`src/rtl/rlpo_pkg.sv`:
```
// Shared types, codes and widths for the ring list play-order sequencer.
package rlpo_pkg;

  // Fixed field widths
  localparam int IDX_W   = 5;   // play index, add slot
  localparam int CNT_W   = 6;   // entry count, 0..32
  localparam int STEP_W  = 7;   // signed relative step
  localparam int RND_W   = 16;  // random value / modulo dividend
  localparam int ITER_W  = $clog2(RND_W);
  localparam int WRAP_SH = 6;   // bias of 64*count keeps wrap dividends positive

  localparam int DEF_CAPACITY = 16;

  // Request codes
  typedef enum logic [2:0] {
    REQ_ADD     = 3'd0,
    REQ_SEQ     = 3'd1,
    REQ_REL     = 3'd2,
    REQ_JUMP    = 3'd3,
    REQ_RESTART = 3'd4,
    REQ_CLEAR   = 3'd5
  } req_t;

  // Play order register codes
  typedef enum logic [1:0] {
    ORDER_FWD  = 2'd0,
    ORDER_BWD  = 2'd1,
    ORDER_RAND = 2'd2,
    ORDER_SHUF = 2'd3
  } order_t;

  // Operand selection for the modulo unit
  typedef enum logic [2:0] {
    MSEL_FWD     = 3'd0,
    MSEL_BWD     = 3'd1,
    MSEL_REL     = 3'd2,
    MSEL_RAND    = 3'd3,
    MSEL_SHUF    = 3'd4,
    MSEL_RESTART = 3'd5
  } msel_t;

  // Controller to datapath commands
  typedef struct packed {
    logic  load;
    logic  mod_start;
    msel_t mod_sel;
    logic  scan_clr;
    logic  scan_count;
    logic  scan_find;
    logic  commit;
  } dp_cmd_t;

  // Datapath to controller status
  typedef struct packed {
    logic [2:0] req;
    order_t     play_order;
    logic       first_pending;
    logic       multi;
    logic       mod_done;
    logic       scan_last;
    logic       scan_hit;
    logic       cnt_zero;
  } dp_stat_t;

endpackage

```
`src/rtl/ring_list_play_order_sequencer.sv`:
```
// Top level of the ring list play-order sequencer.
// Usage:
//   Input beat: drive in_* with start high; it is taken at an edge where busy
//   is low. busy stays high until the result is committed.
//   Result beat: out_valid is high for exactly one cycle with out_* holding the
//   index, count and next add slot after the request. The receiver cannot stall.
//   Config: cfg_wr_en with cfg_wr_data writes the play order; write while idle.
//   A restart request then sets up the start index and shuffle mask.
// Sequencing (a new request is taken only after the last one is committed):
//   Add, jump, clear, ordered restart and steps that do not move go straight to
//   commit. Wrapped, random and restart steps in random or shuffle order wait on
//   the shared modulo unit, which retires one dividend bit per cycle.
//   A shuffle step walks the unplayed mask one entry per cycle to count, then
//   runs the modulo unit, then walks the mask again to find the picked entry.
// Reset: synchronous, active low; list empty, first-play flag set, mask clear,
//   order forward.
module ring_list_play_order_sequencer import rlpo_pkg::*; #(
  parameter int CAPACITY = DEF_CAPACITY
) (
  input  logic              clk,
  input  logic              rst_n,
  input  logic              start,
  output logic              busy,
  input  logic [2:0]        in_req_type,
  input  logic [STEP_W-1:0] in_step_amount,
  input  logic [IDX_W-1:0]  in_target_index,
  input  logic [RND_W-1:0]  in_rand_value,
  output logic              out_valid,
  output logic [IDX_W-1:0]  out_play_index,
  output logic [CNT_W-1:0]  out_entry_count,
  output logic              out_has_entry,
  output logic [IDX_W-1:0]  out_next_add_slot,
  input  logic              cfg_wr_en,
  input  logic [1:0]        cfg_wr_data
);

  dp_cmd_t  cmd;
  dp_stat_t stat;

  rlpo_ctrl u_ctrl (
    .clk       (clk),
    .rst_n     (rst_n),
    .start     (start),
    .busy      (busy),
    .out_valid (out_valid),
    .cmd       (cmd),
    .stat      (stat)
  );

  rlpo_datapath #(
    .CAPACITY (CAPACITY)
  ) u_dp (
    .clk             (clk),
    .rst_n           (rst_n),
    .cmd             (cmd),
    .stat            (stat),
    .in_req_type     (in_req_type),
    .in_step_amount  (in_step_amount),
    .in_target_index (in_target_index),
    .in_rand_value   (in_rand_value),
    .cfg_wr_en       (cfg_wr_en),
    .cfg_wr_data     (cfg_wr_data),
    .play_index      (out_play_index),
    .entry_count     (out_entry_count),
    .has_entry       (out_has_entry),
    .next_add_slot   (out_next_add_slot)
  );

endmodule

```
`src/rtl/rlpo_mod_unit.sv`:
```
// Iterative restoring remainder unit, one dividend bit per cycle.
module rlpo_mod_unit import rlpo_pkg::*; (
  input  logic             clk,
  input  logic             rst_n,
  input  logic             start,
  input  logic [RND_W-1:0] dividend,
  input  logic [CNT_W-1:0] divisor,
  output logic             done,
  output logic [CNT_W-1:0] rem
);

  localparam logic [ITER_W-1:0] ITER_LAST = ITER_W'(RND_W - 1);

  logic              run_r;
  logic              done_r;
  logic [ITER_W-1:0] iter_r;
  logic [RND_W-1:0]  quo_r;
  logic [CNT_W-1:0]  rem_r;
  logic [CNT_W-1:0]  div_r;

  // Partial remainder stays below the divisor (at most 32), so its top bit is free
  logic [CNT_W-1:0] trial;
  logic [CNT_W-1:0] diff;
  logic             ge;

  assign trial = {rem_r[CNT_W-2:0], quo_r[RND_W-1]};
  assign diff  = trial - div_r;
  assign ge    = (trial >= div_r);

  // Sequencing
  always_ff @(posedge clk) begin
    if (!rst_n) begin
      run_r  <= 1'b0;
      done_r <= 1'b0;
      iter_r <= '0;
    end else begin
      done_r <= 1'b0;
      if (start) begin
        run_r  <= 1'b1;
        iter_r <= '0;
      end else if (run_r) begin
        iter_r <= iter_r + ITER_W'(1);
        if (iter_r == ITER_LAST) begin
          run_r  <= 1'b0;
          done_r <= 1'b1;
        end
      end
    end
  end

  // Shift-subtract datapath
  always_ff @(posedge clk) begin
    if (start) begin
      quo_r <= dividend;
      rem_r <= '0;
      div_r <= divisor;
    end else if (run_r) begin
      quo_r <= {quo_r[RND_W-2:0], 1'b0};
      rem_r <= ge ? diff : trial;
    end
  end

  assign done = done_r;
  assign rem  = rem_r;

endmodule

```
`src/rtl/rlpo_datapath.sv`:
```
// List state registers, shuffle mask scan, operand select and commit logic.
module rlpo_datapath import rlpo_pkg::*; #(
  parameter int CAPACITY = DEF_CAPACITY
) (
  input  logic              clk,
  input  logic              rst_n,
  input  dp_cmd_t           cmd,
  output dp_stat_t          stat,
  input  logic [2:0]        in_req_type,
  input  logic [STEP_W-1:0] in_step_amount,
  input  logic [IDX_W-1:0]  in_target_index,
  input  logic [RND_W-1:0]  in_rand_value,
  input  logic              cfg_wr_en,
  input  logic [1:0]        cfg_wr_data,
  output logic [IDX_W-1:0]  play_index,
  output logic [CNT_W-1:0]  entry_count,
  output logic              has_entry,
  output logic [IDX_W-1:0]  next_add_slot
);

  localparam int                SCAN_W   = $clog2(CAPACITY);
  localparam logic [SCAN_W-1:0] SCAN_END = SCAN_W'(CAPACITY - 1);
  localparam logic [CNT_W-1:0]  CAP_CNT  = CNT_W'(CAPACITY);
  localparam logic [IDX_W-1:0]  CAP_LAST = IDX_W'(CAPACITY - 1);
  localparam logic [CAPACITY-1:0] MASK_ONE = CAPACITY'(1);

  // Architectural state
  order_t              play_order_r;
  logic [IDX_W-1:0]    add_pos_r,  add_pos_nxt;
  logic [CNT_W-1:0]    count_r,    count_nxt;
  logic [IDX_W-1:0]    cur_r,      cur_nxt;
  logic                fp_r,       fp_nxt;
  logic [CAPACITY-1:0] mask_r,     mask_nxt;

  // Latched item fields
  logic [2:0]          req_r;
  logic [STEP_W-1:0]   step_r;
  logic [IDX_W-1:0]    target_r;
  logic [RND_W-1:0]    rnd_r;

  // Working registers
  logic [IDX_W-1:0]    cand_r;
  logic [CNT_W-1:0]    pick_r;
  logic [CNT_W-1:0]    cnt_r;
  logic [SCAN_W-1:0]   scan_idx_r;
  msel_t               msel_r;

  logic                multi;
  logic                live;
  logic [CAPACITY-1:0] fill_mask;
  logic [STEP_W-1:0]   wrap_delta;
  logic [RND_W-1:0]    wrap_sum;
  logic [RND_W-1:0]    mod_dividend;
  logic [CNT_W-1:0]    mod_divisor;
  logic                mod_done;
  logic [CNT_W-1:0]    mod_rem;

  assign multi = (count_r > CNT_W'(1));
  assign live  = mask_r[scan_idx_r] && (CNT_W'(scan_idx_r) < count_r);

  // Mask of all indices below the entry count
  always_comb begin
    for (int i = 0; i < CAPACITY; i++) begin
      fill_mask[i] = (CNT_W'(i) < count_r);
    end
  end

  // Wrap dividend: current index plus offset, biased by 64 times the count
  always_comb begin
    case (cmd.mod_sel)
      MSEL_FWD: wrap_delta = STEP_W'(1);
      MSEL_BWD: wrap_delta = {STEP_W{1'b1}};
      default:  wrap_delta = step_r;
    endcase
  end

  assign wrap_sum = RND_W'(cur_r)
                  + {{(RND_W-STEP_W){wrap_delta[STEP_W-1]}}, wrap_delta}
                  + RND_W'({count_r, WRAP_SH'(0)});

  // Modulo operand select
  always_comb begin
    case (cmd.mod_sel)
      MSEL_FWD, MSEL_BWD, MSEL_REL: begin
        mod_dividend = wrap_sum;
        mod_divisor  = count_r;
      end
      MSEL_RAND: begin
        mod_dividend = rnd_r;
        mod_divisor  = count_r - CNT_W'(1);
      end
      MSEL_SHUF: begin
        mod_dividend = rnd_r;
        mod_divisor  = cnt_r;
      end
      default: begin
        mod_dividend = rnd_r;
        mod_divisor  = count_r;
      end
    endcase
  end

  rlpo_mod_unit u_mod (
    .clk      (clk),
    .rst_n    (rst_n),
    .start    (cmd.mod_start),
    .dividend (mod_dividend),
    .divisor  (mod_divisor),
    .done     (mod_done),
    .rem      (mod_rem)
  );

  // Item fields latch on accept
  always_ff @(posedge clk) begin
    if (cmd.load) begin
      req_r    <= in_req_type;
      step_r   <= in_step_amount;
      target_r <= in_target_index;
      rnd_r    <= in_rand_value;
    end
  end

  // Candidate index: current index by default, replaced by modulo or scan result
  always_ff @(posedge clk) begin
    if (cmd.load) begin
      cand_r <= cur_r;
    end else if (mod_done) begin
      case (msel_r)
        MSEL_RAND: cand_r <= (mod_rem >= CNT_W'(cur_r)) ? IDX_W'(mod_rem + CNT_W'(1))
                                                        : mod_rem[IDX_W-1:0];
        MSEL_SHUF: pick_r <= mod_rem;
        default:   cand_r <= mod_rem[IDX_W-1:0];
      endcase
    end else if (cmd.scan_find && live && (cnt_r == pick_r)) begin
      cand_r <= IDX_W'(scan_idx_r);
    end
  end

  always_ff @(posedge clk) begin
    if (cmd.mod_start) begin
      msel_r <= cmd.mod_sel;
    end
  end

  // Mask scan: count unplayed entries, then find the picked one
  always_ff @(posedge clk) begin
    if (cmd.scan_clr) begin
      scan_idx_r <= '0;
      cnt_r      <= '0;
    end else if (cmd.scan_count || cmd.scan_find) begin
      scan_idx_r <= scan_idx_r + SCAN_W'(1);
      if (live) begin
        cnt_r <= cnt_r + CNT_W'(1);
      end
    end
  end

  // Commit values per request
  always_comb begin
    add_pos_nxt = add_pos_r;
    count_nxt   = count_r;
    cur_nxt     = cur_r;
    fp_nxt      = fp_r;
    mask_nxt    = mask_r;
    case (req_r)
      REQ_ADD: begin
        cur_nxt     = add_pos_r;
        add_pos_nxt = (add_pos_r == CAP_LAST) ? '0 : add_pos_r + IDX_W'(1);
        if (count_r < CAP_CNT) begin
          count_nxt = count_r + CNT_W'(1);
        end
      end
      REQ_SEQ: begin
        cur_nxt  = cand_r;
        mask_nxt = mask_r & ~(MASK_ONE << cand_r);
        if (count_r != '0) fp_nxt = 1'b0;
      end
      REQ_REL: begin
        cur_nxt = (!fp_r && !multi) ? '0 : cand_r;
        if (count_r != '0) fp_nxt = 1'b0;
      end
      REQ_JUMP: begin
        if (!multi) begin
          cur_nxt = '0;
        end else if (CNT_W'(target_r) >= count_r) begin
          cur_nxt = IDX_W'(count_r - CNT_W'(1));
        end else begin
          cur_nxt = target_r;
        end
        if (count_r != '0) fp_nxt = 1'b0;
      end
      REQ_RESTART: begin
        fp_nxt = 1'b1;
        if (!multi) begin
          cur_nxt = '0;
        end else begin
          case (play_order_r)
            ORDER_FWD: cur_nxt = (count_r == CAP_CNT) ? add_pos_r : '0;
            ORDER_BWD: cur_nxt = (add_pos_r != '0) ? add_pos_r - IDX_W'(1) : CAP_LAST;
            default: begin
              cur_nxt  = cand_r;
              mask_nxt = fill_mask;
            end
          endcase
        end
      end
      REQ_CLEAR: begin
        add_pos_nxt = '0;
        count_nxt   = '0;
        cur_nxt     = '0;
        fp_nxt      = 1'b1;
        mask_nxt    = '0;
      end
      default: ;
    endcase
  end

  // State registers
  always_ff @(posedge clk) begin
    if (!rst_n) begin
      play_order_r <= ORDER_FWD;
      add_pos_r    <= '0;
      count_r      <= '0;
      cur_r        <= '0;
      fp_r         <= 1'b1;
      mask_r       <= '0;
    end else begin
      if (cfg_wr_en) begin
        play_order_r <= order_t'(cfg_wr_data);
      end
      if (cmd.commit) begin
        add_pos_r <= add_pos_nxt;
        count_r   <= count_nxt;
        cur_r     <= cur_nxt;
        fp_r      <= fp_nxt;
        mask_r    <= mask_nxt;
      end
    end
  end

  // Status
  always_comb begin
    stat.req           = req_r;
    stat.play_order    = play_order_r;
    stat.first_pending = fp_r;
    stat.multi         = multi;
    stat.mod_done      = mod_done;
    stat.scan_last     = (scan_idx_r == SCAN_END);
    stat.scan_hit      = live && (cnt_r == pick_r);
    stat.cnt_zero      = (cnt_r == '0);
  end

  // Results are the state after commit
  assign play_index    = cur_r;
  assign entry_count   = count_r;
  assign has_entry     = (count_r != '0);
  assign next_add_slot = add_pos_r;

  a_count_cap: assert property (@(posedge clk) disable iff (!rst_n)
    count_r <= CAP_CNT)
    else $error("entry count above capacity");

  a_add_pos_range: assert property (@(posedge clk) disable iff (!rst_n)
    CNT_W'(add_pos_r) < CAP_CNT)
    else $error("add position outside ring");

endmodule

```
`src/rtl/rlpo_ctrl.sv`:
```
// Controller state machine: sequences load, modulo, mask scan and commit.
module rlpo_ctrl import rlpo_pkg::*; (
  input  logic     clk,
  input  logic     rst_n,
  input  logic     start,
  output logic     busy,
  output logic     out_valid,
  output dp_cmd_t  cmd,
  input  dp_stat_t stat
);

  typedef enum logic [2:0] {
    ST_IDLE,
    ST_DISPATCH,
    ST_COUNT,
    ST_COUNT_END,
    ST_MODWAIT,
    ST_FIND,
    ST_COMMIT
  } state_t;

  state_t state_r, state_nxt;
  logic   out_valid_r;
  logic   shuf_step;

  assign shuf_step = (stat.req == REQ_SEQ) && (stat.play_order == ORDER_SHUF);

  // Next state and commands
  always_comb begin
    state_nxt = state_r;
    cmd       = '0;
    unique case (state_r)
      ST_IDLE: begin
        if (start) begin
          cmd.load  = 1'b1;
          state_nxt = ST_DISPATCH;
        end
      end
      ST_DISPATCH: begin
        state_nxt = ST_COMMIT;
        case (stat.req)
          REQ_SEQ: begin
            if (!stat.first_pending && stat.multi) begin
              state_nxt = ST_MODWAIT;
              cmd.mod_start = 1'b1;
              case (stat.play_order)
                ORDER_FWD:  cmd.mod_sel = MSEL_FWD;
                ORDER_BWD:  cmd.mod_sel = MSEL_BWD;
                ORDER_RAND: cmd.mod_sel = MSEL_RAND;
                default: begin
                  cmd.mod_start = 1'b0;
                  cmd.scan_clr  = 1'b1;
                  state_nxt     = ST_COUNT;
                end
              endcase
            end
          end
          REQ_REL: begin
            if (!stat.first_pending && stat.multi) begin
              cmd.mod_start = 1'b1;
              cmd.mod_sel   = MSEL_REL;
              state_nxt     = ST_MODWAIT;
            end
          end
          REQ_RESTART: begin
            if (stat.multi && (stat.play_order == ORDER_RAND ||
                               stat.play_order == ORDER_SHUF)) begin
              cmd.mod_start = 1'b1;
              cmd.mod_sel   = MSEL_RESTART;
              state_nxt     = ST_MODWAIT;
            end
          end
          default: ;
        endcase
      end
      ST_COUNT: begin
        cmd.scan_count = 1'b1;
        if (stat.scan_last) state_nxt = ST_COUNT_END;
      end
      ST_COUNT_END: begin
        // nothing left unplayed: keep the current index
        if (stat.cnt_zero) begin
          state_nxt = ST_COMMIT;
        end else begin
          cmd.mod_start = 1'b1;
          cmd.mod_sel   = MSEL_SHUF;
          cmd.scan_clr  = 1'b1;
          state_nxt     = ST_MODWAIT;
        end
      end
      ST_MODWAIT: begin
        if (stat.mod_done) state_nxt = shuf_step ? ST_FIND : ST_COMMIT;
      end
      ST_FIND: begin
        cmd.scan_find = 1'b1;
        if (stat.scan_hit) state_nxt = ST_COMMIT;
      end
      ST_COMMIT: begin
        cmd.commit = 1'b1;
        state_nxt  = ST_IDLE;
      end
      default: state_nxt = ST_IDLE;
    endcase
  end

  // State and result strobe
  always_ff @(posedge clk) begin
    if (!rst_n) begin
      state_r     <= ST_IDLE;
      out_valid_r <= 1'b0;
    end else begin
      state_r     <= state_nxt;
      out_valid_r <= (state_r == ST_COMMIT);
    end
  end

  assign busy      = (state_r != ST_IDLE);
  assign out_valid = out_valid_r;

  a_strobe_single: assert property (@(posedge clk) disable iff (!rst_n)
    out_valid_r |=> !out_valid_r)
    else $error("result strobe longer than one cycle");

  a_accept_busy: assert property (@(posedge clk) disable iff (!rst_n)
    (start && !busy) |=> busy)
    else $error("accepted beat did not raise busy");

  a_find_hits: assert property (@(posedge clk) disable iff (!rst_n)
    (state_r == ST_FIND && stat.scan_last) |-> stat.scan_hit)
    else $error("shuffle pick not found in mask");

endmodule
```
`config.mk`:
```
export PLATFORM = sky130hd
export DESIGN_NAME = ring_list_play_order_sequencer
export DESIGN_NICKNAME = d
export VERILOG_FILES = /design/src/rtl/rlpo_pkg.sv /design/src/rtl/ring_list_play_order_sequencer.sv /design/src/rtl/rlpo_mod_unit.sv /design/src/rtl/rlpo_datapath.sv /design/src/rtl/rlpo_ctrl.sv
export SDC_FILE = /design/constraint.sdc
export NUM_CORES = 1
export LEC_CHECK = 0
export ABC_CLOCK_PERIOD_IN_PS = 15680
export BUFFER_PORTS_ARGS = -buffer_cell sky130_fd_sc_hd__clkbuf_2
export CORE_MARGIN = 2
export CORE_UTILIZATION = 25
export CTS_BUF_LIST = sky130_fd_sc_hd__clkbuf_8
export CTS_CLUSTER_DIAMETER = 100
export DETAILED_ROUTE_END_ITERATION = 8
export GPL_ROUTABILITY_DRIVEN = 0
export HOLD_SLACK_MARGIN = 0.1
export PLACE_DENSITY_LB_ADDON = 0.08
export REMOVE_ABC_BUFFERS = 1
export SYNTH_ARGS = -nofsm -noshare
export SYNTH_HDL_FRONTEND = slang
export SYNTH_SLANG_ARGS = --single-unit
```
`constraint.sdc`:
```
create_clock -name clk -period 15.68 [get_ports clk]
set_clock_uncertainty 0.2 [all_clocks]
set_input_delay 1.568 -clock clk [delete_from_list [all_inputs] [get_ports clk]]
set_output_delay 1.568 -clock clk [all_outputs]
set_load 0.1 [all_outputs]
```
==> run_results.csv <==
group,metric,value,unit
finish,nNetsFinal,946,
clocking,cts.sink_count,128,
placement,place_inst,1231,
floorplanning,design.die.area,31930,um2
sta,timing.final.hold_violations,0,
floorplanning,floorplan.rows,63,
clocking,cts.reportedPaths.clkPinSlew,0.08,ns
grt,grt_antenna_before_repair,0,
yosys,number_of_synthesized_register_bits,128,
floorplanning,initial_core_util,25.54,%
drt,drt-pass1-iter-count,5,
pwr,power.density,131.6,nW/um2
placement,dpl-instance-area,8207,um2
floorplanning,core_region_area,29870,um2
sta,rsz0062_at_grt,"false",
clocking,h-tree-depth,4,
yosys,largest_family_of_logic_cells_by_synthesized_area,"compound AO/OA/AOI/OAI gates",
sta,finalMaxSlewViolations,0,
sta,fin_setup_tns,0,ns
setup_path,category_of_the_worst_setup_path_capture_point,"flip-flop",
clocking,cts.root.buffer_cell,"sky130_fd_sc_hd__clkbuf_8",
yosys,yosys.area_share.simple,17.01,%
setup_path,worst_setup_path_start_kind,"flip-flop",
yosys,post_synth_xor_area_fraction,4.592,%
setup_path,setup.worst_path.class,"reg -> reg",
drt,drt_iter0_drc,365,
finish,area_delta_synth_final,12.77,%
yosys,netlist_area,7630,um2
yosys,synth_seq_area_share,42.37,%
grt,gr-total-overflow,0,
job,maxCapViolCount,0,
placement,dp_slack,9.515,ns
setup_path,critical_path_peak_fanout,14,
sta,fin_crit_sh,39.27,%
drt,detail_route.wirelength,24.21,mm
drt,num_vias,6093,
finish,design_area,8605,um2
drt,postRouteAntennaNets,0,
sta,max_slew_margin,33.45,%
floorplanning,floorplan.die.width,178.7,um
clocking,clock_path_buffers,2,
placement,numPortBuffers,55,
grt,first_global_vias,6313,
sta,fmax,0.1624,GHz
grt,grt_start_max_net_pins,42,
pwr,standby_leakage_power,3.293,nW
yosys,netlist_top_cells_area,"sky130_fd_sc_hd__edfxtp_1 26%, sky130_fd_sc_hd__dfxtp_1 16%, sky130_fd_sc_hd__ha_1 7.5%, sky130_fd_sc_hd__a21oi_1 5.0%, sky130_fd_sc_hd__nor2_1 5.0%",
status,run_status,"finished clean",
clocking,cts_resized,0,
drt,viasPerCell,4.824,
yosys,synth-main-ff-cell,"sky130_fd_sc_hd__edfxtp_1",
yosys,synth_enable_flop_cells,67,
yosys,synthCells,824,
drt,post-route-drc-count,0,
yosys,synth_fa_ha_area_share,8.331,%
finish,most_common_library_cell_in_the_layout_ignoring_fill_and_taps,"sky130_fd_sc_hd__nor2_1",
finish,final_cell_mix,"100 x sky130_fd_sc_hd__nor2_1, 76 x sky130_fd_sc_hd__a21oi_1, 67 x sky130_fd_sc_hd__edfxtp_1",
sta,worst_pin_slew,0.9916,ns
floorplanning,boundaryPins,56,
yosys,async_flop_share,0,%
grt,grt_usage,15.95,%
floorplanning,chipHeight,178.7,um
yosys,synth.mux.area_fraction,3.329,%
min_path,classification_of_the_worst_slack_hold_path,"reg -> reg",
grt,wire_length_of_the_first_global_routing_pass,37.74,mm
yosys,yosysWarningCount,0,
setup_path,data_arrival_critical_path,6.18,ns
sta,final.setup.worst_slack,9.522,ns
sta,tightest_hold_margin,0.2752,ns
yosys,post_synth_num_cell_types,75,
sta,finalWorstPathRequiredPeriod,6.158,ns
clocking,clock_insertion_delay_worst_skew,0.47,ns
clocking,cts-hold-fix-buffers,0,
finish,finish.cell_count_without_fillers,1263,
yosys,synth.avg_cell_area,9.259,um2
clocking,cts-buffers-inserted,17,
finish,antenna_cell_count,0,
placement,dp.final_hpwl,17.73,mm
setup_path,critical_path_required_time,15.71,ns
pwr,vdd.ir_drop.worst,0.03906,mV
yosys,synth_largest_area_cell,"sky130_fd_sc_hd__edfxtp_1",
clocking,cts_tree,"built",
yosys,compound_gate_portion_of_the_synthesized_area,18.92,%
finish,layout-drive-gt1-share,14.66,%
clocking,post-cts-setup-buffers,0,
sta,setup_viol,0,
yosys,synth_top_cell_area_share,26.37,%
drt,wire_per_inst,19.17,um
finish,fillerInstances,3167,
[final cells by class]
type,instances,area [um2],share of cell area [%]
Clock inverter,13,136.4,1.585
Inverter,43,161.4,1.876
Multi-Input combinational cell,607,3989,46.36
Sequential cell,128,3233,37.57
Tap cell,390,488.0,5.671
Timing Repair Buffer,63,335.3,3.897
Clock buffer,19,261.5,3.039
[power breakdown]
group / internal [W] / leakage, nW / switching (W)
combinational: 0.000125 / 1.99 / 0.000200
clock: 0.000150 / 0.195 / 0.000149
sequential: 0.000419 / 1.11 / 0.0000897
[cell usage after synthesis, types with 3 or more instances]
| library cell | number |
|---|---|
| sky130_fd_sc_hd__nor2b_1 | 12 |
| sky130_fd_sc_hd__a21o_2 | 4 |
| sky130_fd_sc_hd__and3_1 | 3 |
| sky130_fd_sc_hd__fa_1 | 3 |
| sky130_fd_sc_hd__ha_1 | 46 |
| sky130_fd_sc_hd__nor3_1 | 15 |
| sky130_fd_sc_hd__edfxtp_1 | 67 |
| sky130_fd_sc_hd__o21ai_0 | 54 |
| sky130_fd_sc_hd__a221o_2 | 4 |
| sky130_fd_sc_hd__xnor2_1 | 23 |
| sky130_fd_sc_hd__and2b_2 | 3 |
| sky130_fd_sc_hd__o21a_1 | 3 |
| sky130_fd_sc_hd__a21o_1 | 18 |
| sky130_fd_sc_hd__a22oi_1 | 6 |
| sky130_fd_sc_hd__inv_1 | 43 |
| sky130_fd_sc_hd__buf_6 | 5 |
| sky130_fd_sc_hd__nand2_1 | 64 |
| sky130_fd_sc_hd__nor3b_1 | 4 |
| sky130_fd_sc_hd__o41ai_1 | 3 |
| sky130_fd_sc_hd__nand3b_1 | 3 |
| sky130_fd_sc_hd__mux4_2 | 5 |
| sky130_fd_sc_hd__nand4_1 | 11 |
| sky130_fd_sc_hd__clkbuf_1 | 29 |
| sky130_fd_sc_hd__and2_1 | 3 |
| sky130_fd_sc_hd__nand2b_1 | 15 |
| sky130_fd_sc_hd__or3_1 | 4 |
| sky130_fd_sc_hd__nor4_1 | 3 |
| sky130_fd_sc_hd__or2_2 | 3 |
| sky130_fd_sc_hd__xor2_1 | 17 |
| sky130_fd_sc_hd__buf_2 | 5 |
| sky130_fd_sc_hd__a2111oi_0 | 5 |
| sky130_fd_sc_hd__a21oi_1 | 76 |
| sky130_fd_sc_hd__a31oi_1 | 16 |
| sky130_fd_sc_hd__dfxtp_1 | 61 |
| sky130_fd_sc_hd__nand3_1 | 12 |
| sky130_fd_sc_hd__o211ai_1 | 6 |
| sky130_fd_sc_hd__a211oi_1 | 12 |
| sky130_fd_sc_hd__mux2i_1 | 13 |
| sky130_fd_sc_hd__nor2_1 | 101 |
| sky130_fd_sc_hd__clkbuf_8 | 3 |
[cells by family (layout without fill, tap and decap cells)]
kind of cell / count (synthesis) / in the layout
AOI/OAI and AO/OA: 230 / 230
buffers and inverters: 89 / 138
xor gates and xnor gates: 40 / 40
adders and majority gates: 49 / 49
DFF: 128 / 128
muxes: 19 / 19
and+or+nand+nor: 269 / 269
[critical path, stage by stage, from the launching register on]
cell	delay (ns)
sky130_fd_sc_hd__dfxtp_1	0.67
sky130_fd_sc_hd__inv_1	0.12
sky130_fd_sc_hd__ha_1	0.38
sky130_fd_sc_hd__o21ai_2	0.51
sky130_fd_sc_hd__nand2_2	0.18
sky130_fd_sc_hd__nor3_1	0.58
sky130_fd_sc_hd__a21o_2	0.19
sky130_fd_sc_hd__ha_1	0.24
sky130_fd_sc_hd__a211oi_1	0.31
sky130_fd_sc_hd__o21bai_1	0.14
sky130_fd_sc_hd__a21o_1	0.22
sky130_fd_sc_hd__nor4_1	0.16
sky130_fd_sc_hd__a31o_1	0.46
sky130_fd_sc_hd__inv_1	0.13
sky130_fd_sc_hd__fa_1	0.45
sky130_fd_sc_hd__nor2b_1	0.11
sky130_fd_sc_hd__o21ai_0	0.08
sky130_fd_sc_hd__nand2b_1	0.11
sky130_fd_sc_hd__a21oi_1	0.08
sky130_fd_sc_hd__o21bai_1	0.21
sky130_fd_sc_hd__nor2_1	0.08
sky130_fd_sc_hd__a221oi_1	0.24
sky130_fd_sc_hd__nor2_1	0.06
[flip-flops by register name, summed over array words and instances, names as in the netlist, 4 cells and up]
signal,cells
u_dp.u_mod.quo_r,16
u_dp.entry_count,6
u_dp.u_mod.rem,6
u_dp.u_mod.iter_r,4
u_dp.scan_idx_r,4
u_dp.u_mod.div_r,6
u_dp.play_index,5
u_dp.step_r,7
u_dp.next_add_slot,5
u_dp.cand_r,5
u_dp.target_r,5
u_dp.rnd_r,16
u_dp.pick_r,6
u_dp.cnt_r,6
u_dp.mask_r,16
[metal layers]
layer / up-vias / track usage [%] / share of wire (%) / routed length (um)
li1: 3026 / - / - / -
met1: 2893 / 21.86 / 49 / 11850
met2: 146 / 25.13 / 45 / 10890
met3: 28 / 3.435 / 4.0 / 965
met4: 0 / 4.844 / 2.1 / 502
met5: - / 0 / 0 / 0
[stage by stage]
step	total power (W)	util, %
6_report	0.001132	28.80
5_1_grt	0.001209	28.80
4_1_cts	0.001149	28.80
3_5_place_dp	0.0008431	27.47
3_3_place_gp	0.0008474	27.47
2_1_floorplan	0.0007233	-
[final timing paths]
| check | cells after the start | to | slack (ns) | start |
|---|---|---|---|---|
| setup / recovery | 22 | u_dp.u_mod.quo_r[14]$_DFFE_PP_ | 9.52 | u_dp.entry_count[0]$_SDFFE_PN0P_ |
| hold / removal | 2 | u_dp.mask_r[15]$_SDFFE_PN0P_ | 0.28 | u_dp.mask_r[15]$_SDFFE_PN0P_ |
| setup reg to reg | 22 | u_dp.u_mod.quo_r[14]$_DFFE_PP_ | 9.52 | u_dp.entry_count[0]$_SDFFE_PN0P_ |
| hold reg to reg | 2 | u_dp.mask_r[15]$_SDFFE_PN0P_ | 0.28 | u_dp.mask_r[15]$_SDFFE_PN0P_ |
(Power assumes the default switching activity.)
